`src/hdl/luma_false_color_mapper_defines.svh`:
```
// Assertion macros shared by the luma false color mapper RTL.
// Depends on nothing; the user supplies clk and rst_n in scope.
`ifndef LUMA_FALSE_COLOR_MAPPER_DEFINES_SVH
`define LUMA_FALSE_COLOR_MAPPER_DEFINES_SVH

// Consequent must hold in the same cycle as the antecedent.
`define LFC_ASSERT_SAME(lbl, ante, cons, msg) \
  lbl: assert property (@(posedge clk) disable iff (!rst_n) (ante) |-> (cons)) \
    else $error(msg);

// Consequent must hold in the cycle after the antecedent.
`define LFC_ASSERT_NEXT(lbl, ante, cons, msg) \
  lbl: assert property (@(posedge clk) disable iff (!rst_n) (ante) |=> (cons)) \
    else $error(msg);

`endif

```
`src/hdl/lfc_pkg.sv`:
```
// Package for the luma false color mapper: widths, coefficients, palette codes
// and the palette mapping function. Depends on nothing.
`timescale 1ns / 1ps
`default_nettype none

package lfc_pkg;

  localparam int unsigned PIX_W  = 8;
  localparam int unsigned MODE_W = 3;

  // Luma weights in 1/65536 units; they sum to 65536.
  localparam int unsigned COEF_W = 16;
  localparam logic [COEF_W-1:0] COEF_R = 16'd19595;
  localparam logic [COEF_W-1:0] COEF_G = 16'd38470;
  localparam logic [COEF_W-1:0] COEF_B = 16'd7471;

  // Product widths follow from coefficient magnitude times 255.
  localparam int unsigned RP_W  = 23;
  localparam int unsigned GP_W  = 24;
  localparam int unsigned BP_W  = 21;
  localparam int unsigned SUM_W = COEF_W + PIX_W;

  // Palette selector codes. Six and seven wrap to iron and rainbow.
  localparam logic [MODE_W-1:0] PAL_IRON        = 3'd0;
  localparam logic [MODE_W-1:0] PAL_RAINBOW     = 3'd1;
  localparam logic [MODE_W-1:0] PAL_ARCTIC      = 3'd2;
  localparam logic [MODE_W-1:0] PAL_LAVA        = 3'd3;
  localparam logic [MODE_W-1:0] PAL_BLACK_HOT   = 3'd4;
  localparam logic [MODE_W-1:0] PAL_WHITE_HOT   = 3'd5;
  localparam logic [MODE_W-1:0] PAL_IRON_WRAP    = 3'd6;
  localparam logic [MODE_W-1:0] PAL_RAINBOW_WRAP = 3'd7;

  localparam logic [MODE_W-1:0] PAL_RESET = PAL_IRON;

  typedef struct packed {
    logic [PIX_W-1:0] r;
    logic [PIX_W-1:0] g;
    logic [PIX_W-1:0] b;
  } rgb_t;

  localparam logic [PIX_W-1:0] LVL_MAX = {PIX_W{1'b1}};
  localparam logic [PIX_W-1:0] LVL_MIN = '0;

  // Maps one luma level through the selected palette.
  function automatic rgb_t map_level(input logic [PIX_W-1:0] v,
                                     input logic [MODE_W-1:0] mode);
    rgb_t             res;
    logic [PIX_W-1:0] ramp;
    ramp = {v[PIX_W-3:0], 2'b00};
    res  = '0;
    unique case (mode)
      PAL_IRON, PAL_IRON_WRAP: begin
        res.r = v[PIX_W-1] ? LVL_MAX : {v[PIX_W-2:0], 1'b0};
        res.g = v[PIX_W-1] ? {v[PIX_W-2:0], 1'b0} : LVL_MIN;
        res.b = LVL_MIN;
      end
      PAL_RAINBOW, PAL_RAINBOW_WRAP: begin
        unique case (v[PIX_W-1:PIX_W-2])
          2'b00: begin
            res.r = LVL_MIN;
            res.g = LVL_MIN;
            res.b = ramp;
          end
          2'b01: begin
            res.r = LVL_MIN;
            res.g = ramp;
            res.b = ~ramp;
          end
          2'b10: begin
            res.r = ramp;
            res.g = ~ramp;
            res.b = LVL_MIN;
          end
          default: begin
            res.r = LVL_MAX;
            res.g = ramp;
            res.b = ramp;
          end
        endcase
      end
      PAL_ARCTIC: begin
        res.r = v >> 1;
        res.g = v;
        res.b = LVL_MAX;
      end
      PAL_LAVA: begin
        res.r = v;
        res.g = v >> 2;
        res.b = LVL_MIN;
      end
      PAL_BLACK_HOT: begin
        res.r = ~v;
        res.g = ~v;
        res.b = ~v;
      end
      default: begin
        res.r = v;
        res.g = v;
        res.b = v;
      end
    endcase
    return res;
  endfunction

endpackage

`default_nettype wire

```
`src/hdl/lfc_ifs.sv`:
```
// Stream interfaces of the luma false color mapper: source pixel in, mapped
// pixel out, each with valid/ready. Depends on lfc_pkg.
`timescale 1ns / 1ps
`default_nettype none

interface lfc_in_if import lfc_pkg::*; ();
  logic             valid;
  logic             ready;
  logic [PIX_W-1:0] red_in;
  logic [PIX_W-1:0] green_in;
  logic [PIX_W-1:0] blue_in;
  logic             inside_image;

  modport source (output valid, red_in, green_in, blue_in, inside_image, input ready);
  modport sink   (input valid, red_in, green_in, blue_in, inside_image, output ready);
endinterface

interface lfc_out_if import lfc_pkg::*; ();
  logic             valid;
  logic             ready;
  logic [PIX_W-1:0] red_out;
  logic [PIX_W-1:0] green_out;
  logic [PIX_W-1:0] blue_out;

  modport source (output valid, red_out, green_out, blue_out, input ready);
  modport sink   (input valid, red_out, green_out, blue_out, output ready);
endinterface

`default_nettype wire

```
`src/hdl/luma_false_color_mapper.sv`:
```
// Top level of the luma false color mapper: a three stage pixel pipeline.
// Depends on lfc_pkg, lfc_ifs and luma_false_color_mapper_defines.svh.
//
// Usage:
// Source pixels arrive on in_pix (valid/ready), one item per pixel with
// 8-bit red, green and blue plus an inside_image flag. Mapped pixels leave
// on out_pix (valid/ready), one item per input item, in order.
// Stage one forms the three weighted products, stage two sums them and keeps
// the top byte as luma, stage three maps luma through the palette into the
// output register, which drives out_pix. Throughput is one item per cycle
// while the receiver takes every item.
// A pixel with inside_image low comes out black in every palette.
// cfg_we/cfg_wdata write the palette selector; write it only while the
// pipeline is empty. Codes six and seven act as iron and rainbow.
// Reset (rst_n low, synchronous) empties every stage and selects iron.
// When the receiver stalls, the output holds and each stage keeps its item
// until the one after it frees up, so empty stages still fill; in_pix.ready
// drops only once all three stages hold an item.
`timescale 1ns / 1ps
`default_nettype none
`include "luma_false_color_mapper_defines.svh"

module luma_false_color_mapper
  import lfc_pkg::*;
(
  input  wire logic              clk,
  input  wire logic              rst_n,
  lfc_in_if.sink                 in_pix,
  lfc_out_if.source              out_pix,
  input  wire logic              cfg_we,
  input  wire logic [MODE_W-1:0] cfg_wdata
);

  // Palette selector register.
  logic [MODE_W-1:0] mode_r;

  always_ff @(posedge clk) begin
    if (!rst_n) begin
      mode_r <= PAL_RESET;
    end else if (cfg_we) begin
      mode_r <= cfg_wdata;
    end
  end

  // Stage enables: a stage loads when it is empty or its item moves on.
  logic en1;
  logic en2;
  logic en3;
  logic v1_r;
  logic v2_r;
  logic v3_r;

  assign en3 = !v3_r || out_pix.ready;
  assign en2 = !v2_r || en3;
  assign en1 = !v1_r || en2;

  assign in_pix.ready = en1;

  // Stage one: weighted products.
  logic [RP_W-1:0] rp_r;
  logic [GP_W-1:0] gp_r;
  logic [BP_W-1:0] bp_r;
  logic            inside1_r;

  always_ff @(posedge clk) begin
    if (!rst_n) begin
      v1_r <= 1'b0;
    end else if (en1) begin
      v1_r <= in_pix.valid;
    end
  end

  always_ff @(posedge clk) begin
    if (en1) begin
      rp_r      <= RP_W'(in_pix.red_in)   * RP_W'(COEF_R);
      gp_r      <= GP_W'(in_pix.green_in) * GP_W'(COEF_G);
      bp_r      <= BP_W'(in_pix.blue_in)  * BP_W'(COEF_B);
      inside1_r <= in_pix.inside_image;
    end
  end

  // Stage two: sum of products, top byte is luma. The weights add to 65536,
  // so the sum never exceeds SUM_W bits.
  logic [SUM_W-1:0] sum_nxt;
  logic [PIX_W-1:0] luma_r;
  logic             inside2_r;

  assign sum_nxt = SUM_W'(rp_r) + SUM_W'(gp_r) + SUM_W'(bp_r);

  always_ff @(posedge clk) begin
    if (!rst_n) begin
      v2_r <= 1'b0;
    end else if (en2) begin
      v2_r <= v1_r;
    end
  end

  always_ff @(posedge clk) begin
    if (en2) begin
      luma_r    <= sum_nxt[SUM_W-1:SUM_W-PIX_W];
      inside2_r <= inside1_r;
    end
  end

  // Stage three: palette map, black outside the image.
  rgb_t pix_nxt;
  rgb_t pix_r;

  assign pix_nxt = inside2_r ? map_level(luma_r, mode_r) : '0;

  always_ff @(posedge clk) begin
    if (!rst_n) begin
      v3_r <= 1'b0;
    end else if (en3) begin
      v3_r <= v2_r;
    end
  end

  always_ff @(posedge clk) begin
    if (en3) begin
      pix_r <= pix_nxt;
    end
  end

  assign out_pix.valid     = v3_r;
  assign out_pix.red_out   = pix_r.r;
  assign out_pix.green_out = pix_r.g;
  assign out_pix.blue_out  = pix_r.b;

  // Checks on the pipeline control and the mapping.
  `LFC_ASSERT_SAME(a_full_when_blocked, !in_pix.ready, v1_r && v2_r && v3_r, "ready low with a free stage")
  `LFC_ASSERT_NEXT(a_enter_stage1, in_pix.valid && in_pix.ready, v1_r, "accepted item missing from stage one")
  `LFC_ASSERT_NEXT(a_stage2_hold, v2_r && !en3, v2_r && $stable(luma_r), "stalled luma item lost or changed")
  `LFC_ASSERT_NEXT(a_outside_black, v2_r && en3 && !inside2_r, (out_pix.red_out == '0) && (out_pix.green_out == '0) && (out_pix.blue_out == '0), "outside pixel not black")
  `LFC_ASSERT_NEXT(a_gray_palettes, v2_r && en3 && inside2_r && ((mode_r == PAL_BLACK_HOT) || (mode_r == PAL_WHITE_HOT)), (out_pix.red_out == out_pix.green_out) && (out_pix.green_out == out_pix.blue_out), "gray palette gave a colored pixel")

endmodule

`default_nettype wire

```
`src/flat_wrapper.sv`:
```
// flat-port wrapper written by rule: the top's interface ports become plain ports
module luma_false_color_mapper_flat import lfc_pkg::*;
  (clk, rst_n, cfg_we, cfg_wdata, in_pix_valid, in_pix_red_in, in_pix_green_in, in_pix_blue_in, in_pix_inside_image, in_pix_ready, out_pix_valid, out_pix_red_out, out_pix_green_out, out_pix_blue_out, out_pix_ready);
  lfc_in_if in_pix_i ();
  lfc_out_if out_pix_i ();
  input  wire logic clk;
  input  wire logic rst_n;
  input  wire logic cfg_we;
  input  wire logic [MODE_W-1:0] cfg_wdata;
  input wire logic [$bits(in_pix_i.valid)-1:0] in_pix_valid;
  input wire logic [$bits(in_pix_i.red_in)-1:0] in_pix_red_in;
  input wire logic [$bits(in_pix_i.green_in)-1:0] in_pix_green_in;
  input wire logic [$bits(in_pix_i.blue_in)-1:0] in_pix_blue_in;
  input wire logic [$bits(in_pix_i.inside_image)-1:0] in_pix_inside_image;
  output wire logic [$bits(in_pix_i.ready)-1:0] in_pix_ready;
  output wire logic [$bits(out_pix_i.valid)-1:0] out_pix_valid;
  output wire logic [$bits(out_pix_i.red_out)-1:0] out_pix_red_out;
  output wire logic [$bits(out_pix_i.green_out)-1:0] out_pix_green_out;
  output wire logic [$bits(out_pix_i.blue_out)-1:0] out_pix_blue_out;
  input wire logic [$bits(out_pix_i.ready)-1:0] out_pix_ready;
  assign in_pix_i.valid = in_pix_valid;
  assign in_pix_i.red_in = in_pix_red_in;
  assign in_pix_i.green_in = in_pix_green_in;
  assign in_pix_i.blue_in = in_pix_blue_in;
  assign in_pix_i.inside_image = in_pix_inside_image;
  assign in_pix_ready = in_pix_i.ready;
  assign out_pix_valid = out_pix_i.valid;
  assign out_pix_red_out = out_pix_i.red_out;
  assign out_pix_green_out = out_pix_i.green_out;
  assign out_pix_blue_out = out_pix_i.blue_out;
  assign out_pix_i.ready = out_pix_ready;
  luma_false_color_mapper u_core (.clk(clk), .rst_n(rst_n), .in_pix(in_pix_i), .out_pix(out_pix_i), .cfg_we(cfg_we), .cfg_wdata(cfg_wdata));
endmodule
```
`config.mk`:
```
export PLATFORM = sky130hd
export DESIGN_NAME = luma_false_color_mapper_flat
export DESIGN_NICKNAME = d
export VERILOG_FILES = /design/src/hdl/lfc_pkg.sv /design/src/hdl/lfc_ifs.sv /design/src/hdl/luma_false_color_mapper.sv /design/src/flat_wrapper.sv
export VERILOG_INCLUDE_DIRS = /design/src /design/src/hdl
export SDC_FILE = /design/constraint.sdc
export NUM_CORES = 1
export LEC_CHECK = 0
export BUFFER_PORTS_ARGS = -buffer_cell sky130_fd_sc_hd__buf_2
export CAP_MARGIN = 10
export CORE_UTILIZATION = 54
export DETAILED_ROUTE_END_ITERATION = 10
export PLACE_DENSITY = 0.78
export SETUP_SLACK_MARGIN = 0.15
export SLEW_MARGIN = 5
export SYNTH_ARGS = -nofsm -noshare
export SYNTH_HDL_FRONTEND = slang
export SYNTH_SLANG_ARGS = --single-unit
export TNS_END_PERCENT = 5
```
`constraint.sdc`:
```
create_clock -name clk -period 15.5 [get_ports clk]
set_input_delay 3.1 -clock clk [delete_from_list [all_inputs] [get_ports clk]]
set_output_delay 3.1 -clock clk [all_outputs]
set_load 0.005 [all_outputs]
```
==> summary.md <==
| Metric | Value |
|---|---|
| Status | `finished, final reports clean` |
| Worst-path clk slew | `70 ps` |
| CP arrival | `7420 ps` |
| Worst EP required | `15720 ps` |
| Worst Slack Setup Final | `8300 ps` |
| Core Rows | `52` |
| Worst rel slew slack | `41.1%` |
| CP max FO | `6` |
| Total power | `2250 uW` |
| Die height | `148 um` |
| Largest net degree at the start of global routing | `69` |
| Global-route wire length before repair | `39.8 mm` |
| CTS buffer count | `9` |
| Post-CTS resize count | `0` |
| Post-synth net total | `1425` |
| Yosys top cell area share | `26.5%` |
| RSZ-0062 raised after global routing | `no` |
| Pwr/cell area | `183 mW/mm2` |
| Setup TNS | `0 ps` |
| Hold depth | `0` |
| Worst-Margin Slew | `883 ps` |
| Hold WS | `444 ps` |
| Post-CTS Setup Inserts | `0` |
| Drt drc | `0` |
| Period Utilization, post-route | `46.5%` |
| Critical Path Source Type | `input port` |
| Storage element area | `0.00315 mm2` |
| Area contributors post-synth | `edfxtp_1 (27%), ha_1 (22%), fa_1 (14%), inv_1 (4.2%), a21oi_1 (2.8%)` |
| Io pins | `59` |
| Final WL | `23.3 mm` |
| Crit Path Category | `in2reg` |
| P_leak | `0.00579 uW` |
| Worst ir drop on vdd | `0.115 mV` |
| Clock buffer depth | `2` |
| Syn avg cell area | `10.3 um2` |
| Fin nets | `1466` |
| Initial drt markers | `423` |
| Final hold violations | `0` |
| Post-synthesis cell type count | `70` |
| Max-capacitance violation count | `0` |
| CTS tree | `built` |
| Pre-CTS setup slack | `7940 ps` |
| Sequential area share after synthesis | `27.6%` |
| Port Buffers | `58` |
| YS warnings | `0` |
| Crit end category | `flip-flop` |
| CTS root buf | `clkbuf_16` |
| Mapped Cells | `1109` |
| HP Class | `reg2reg` |
| Post-synth EDFFs | `101` |
| Initial antenna violation count | `0` |
| Final RePlAce weighted congestion | `0.861` |
| Gr ovfl total | `0` |
| Post-DP HPWL | `19.0 mm` |
| Fin crit period | `7200 ps` |
| Sink Count | `107` |
| Max Clk Rate | `0.139 GHz` |
| Initial core utilization | `55.8%` |
| Post-route ant nets | `0` |
| Reg2Reg Depth | `9` |
| Routed len/inst | `16.3 um` |
| Die W | `148 um` |
| Top FF cell, synth | `edfxtp_1` |
| Worst Skew | `5.83 ps` |
| Core area | `0.0205 mm2` |
| Post-synthesis register bit count | `107` |
| Area grow syn2layout | `7.22%` |
| Number of global-route vias before repair | `8358` |
| Fillers | `1714` |
| Inserted Diodes | `0` |
| FFs w/ async S/R, synth | `0%` |
| Layout cells sized above 1 | `9.10%` |
| Multi-input logic area | `0.00769 mm2` |
| Initial DRT Pass Iterations | `5` |
| GRT Util Overall | `22.9%` |
| Final setup violation count | `0` |
| Vias | `8262` |
| Vias per cell | `5.80` |
| H-tree depth | `3` |
| Die area | `0.0218 mm2` |
| Most frequent cell after synthesis | `ha_1` |
| Hold_buf cts | `0` |
| Commonest cells in the netlist | `ha_1 (203), inv_1 (129), edfxtp_1 (101)` |
| Clock latency at the later pin of the worst-skew pair | `350 ps` |
| Slew Viols, Final | `0` |
| Synthesized area | `0.0114 mm2` |
| Largest area contributor in the netlist | `edfxtp_1` |
==> cell families after synthesis <==
family,Yosys count,synth area share [%]
multiplexers,10,0.886
flip-flops,107,27.6
adder cells (fa/ha/maj),283,36.2
AO/OA/AOI/OAI,251,15.2
AND/OR/NAND/NOR,242,10.7
buffers and inverters,162,5.35
XOR/XNOR,54,4.13
==> critical path, stage by stage <==
cell and delay (ps):
buf_2 130, inv_1 180, fa_1 530, xnor2_1 190
ha_1 190, or2_2 300, fa_1 420, fa_1 470
ha_1 390, a21oi_2 190, nor2b_1 60, o31a_1 310
o311ai_4 280, a31oi_4 150, a2111o_1 430, nand4_1 80
==> sequential cells by signal (all words and copies together) (netlist names) <==
name and count:
u_core.bp_r 21, u_core.gp_r 23, u_core.inside1_r 1, u_core.inside2_r 1
u_core.luma_r 8, u_core.mode_r 3, u_core.out_pix.blue_out 8, u_core.out_pix.green_out 8
u_core.out_pix.red_out 8, u_core.out_pix.valid 1, u_core.rp_r 23, u_core.v1_r 1
u_core.v2_r 1
==> final cells by class <==
class | count | share of cell area [%]
clock buffers | 11 | 1.90
clock inverters | 4 | 0.347
inverters | 129 | 3.95
multi-input cells | 840 | 62.7
flip-flops and latches | 107 | 25.7
well taps | 270 | 2.75
repair buffers | 63 | 2.67
==> cells in the final DEF (no fill, tap or decap), types with 11 or more instances in the layout <==
master,netlist,final
o21a_1,11,11
ha_1,203,203
a21o_1,24,24
fa_1,80,80
inv_1,129,129
nand2_1,50,50
o21ai_0,47,47
edfxtp_1,101,101
nand2b_1,18,18
nor2_1,61,61
or2_2,11,11
nor3_1,15,15
buf_2,3,58
a211oi_1,19,19
xnor2_1,35,35
nor2b_1,19,19
xor2_1,19,19
nand3_1,22,21
a21oi_1,64,64
==> per-stage QoR <==
stage,area [um2],util (%),std cells
floorplan,11400,-,1109
global placement,12000,58.5,1409
detailed placement,12000,58.5,1409
CTS,12300,59.9,1424
global route,12300,59.9,1424
finish,12300,59.9,1424
==> power breakdown <==
group | switching [uW] | total [uW] | internal, uW
Sequential | 97.0 | 590 | 493
Clock | 94.9 | 218 | 123
Combinational | 799 | 1440 | 640
Total | 991 | 2250 | 1260
==> path summary, 6_finish.rpt <==
check,startpoint,end,slack (ps)
worst min register to register,u_core.inside1_r,u_core.inside2_r,440
worst min-delay path,u_core.inside1_r,u_core.inside2_r,440
worst max-delay path,in_pix_blue_in[6],u_core.bp_r[18],8300
worst max register to register,u_core.bp_r[2],u_core.luma_r[6],12380
==> per-layer routing <==
layer / global-route usage, % / up-vias / share of wire, %
li1: - / 4064 / -
met1: 28.7 / 3989 / 43
met2: 40.6 / 170 / 51
met3: 3.61 / 39 / 3.6
met4: 6.91 / 0 / 2.2
met5: 0 / - / 0
Power figures use the tool's default switching activity.
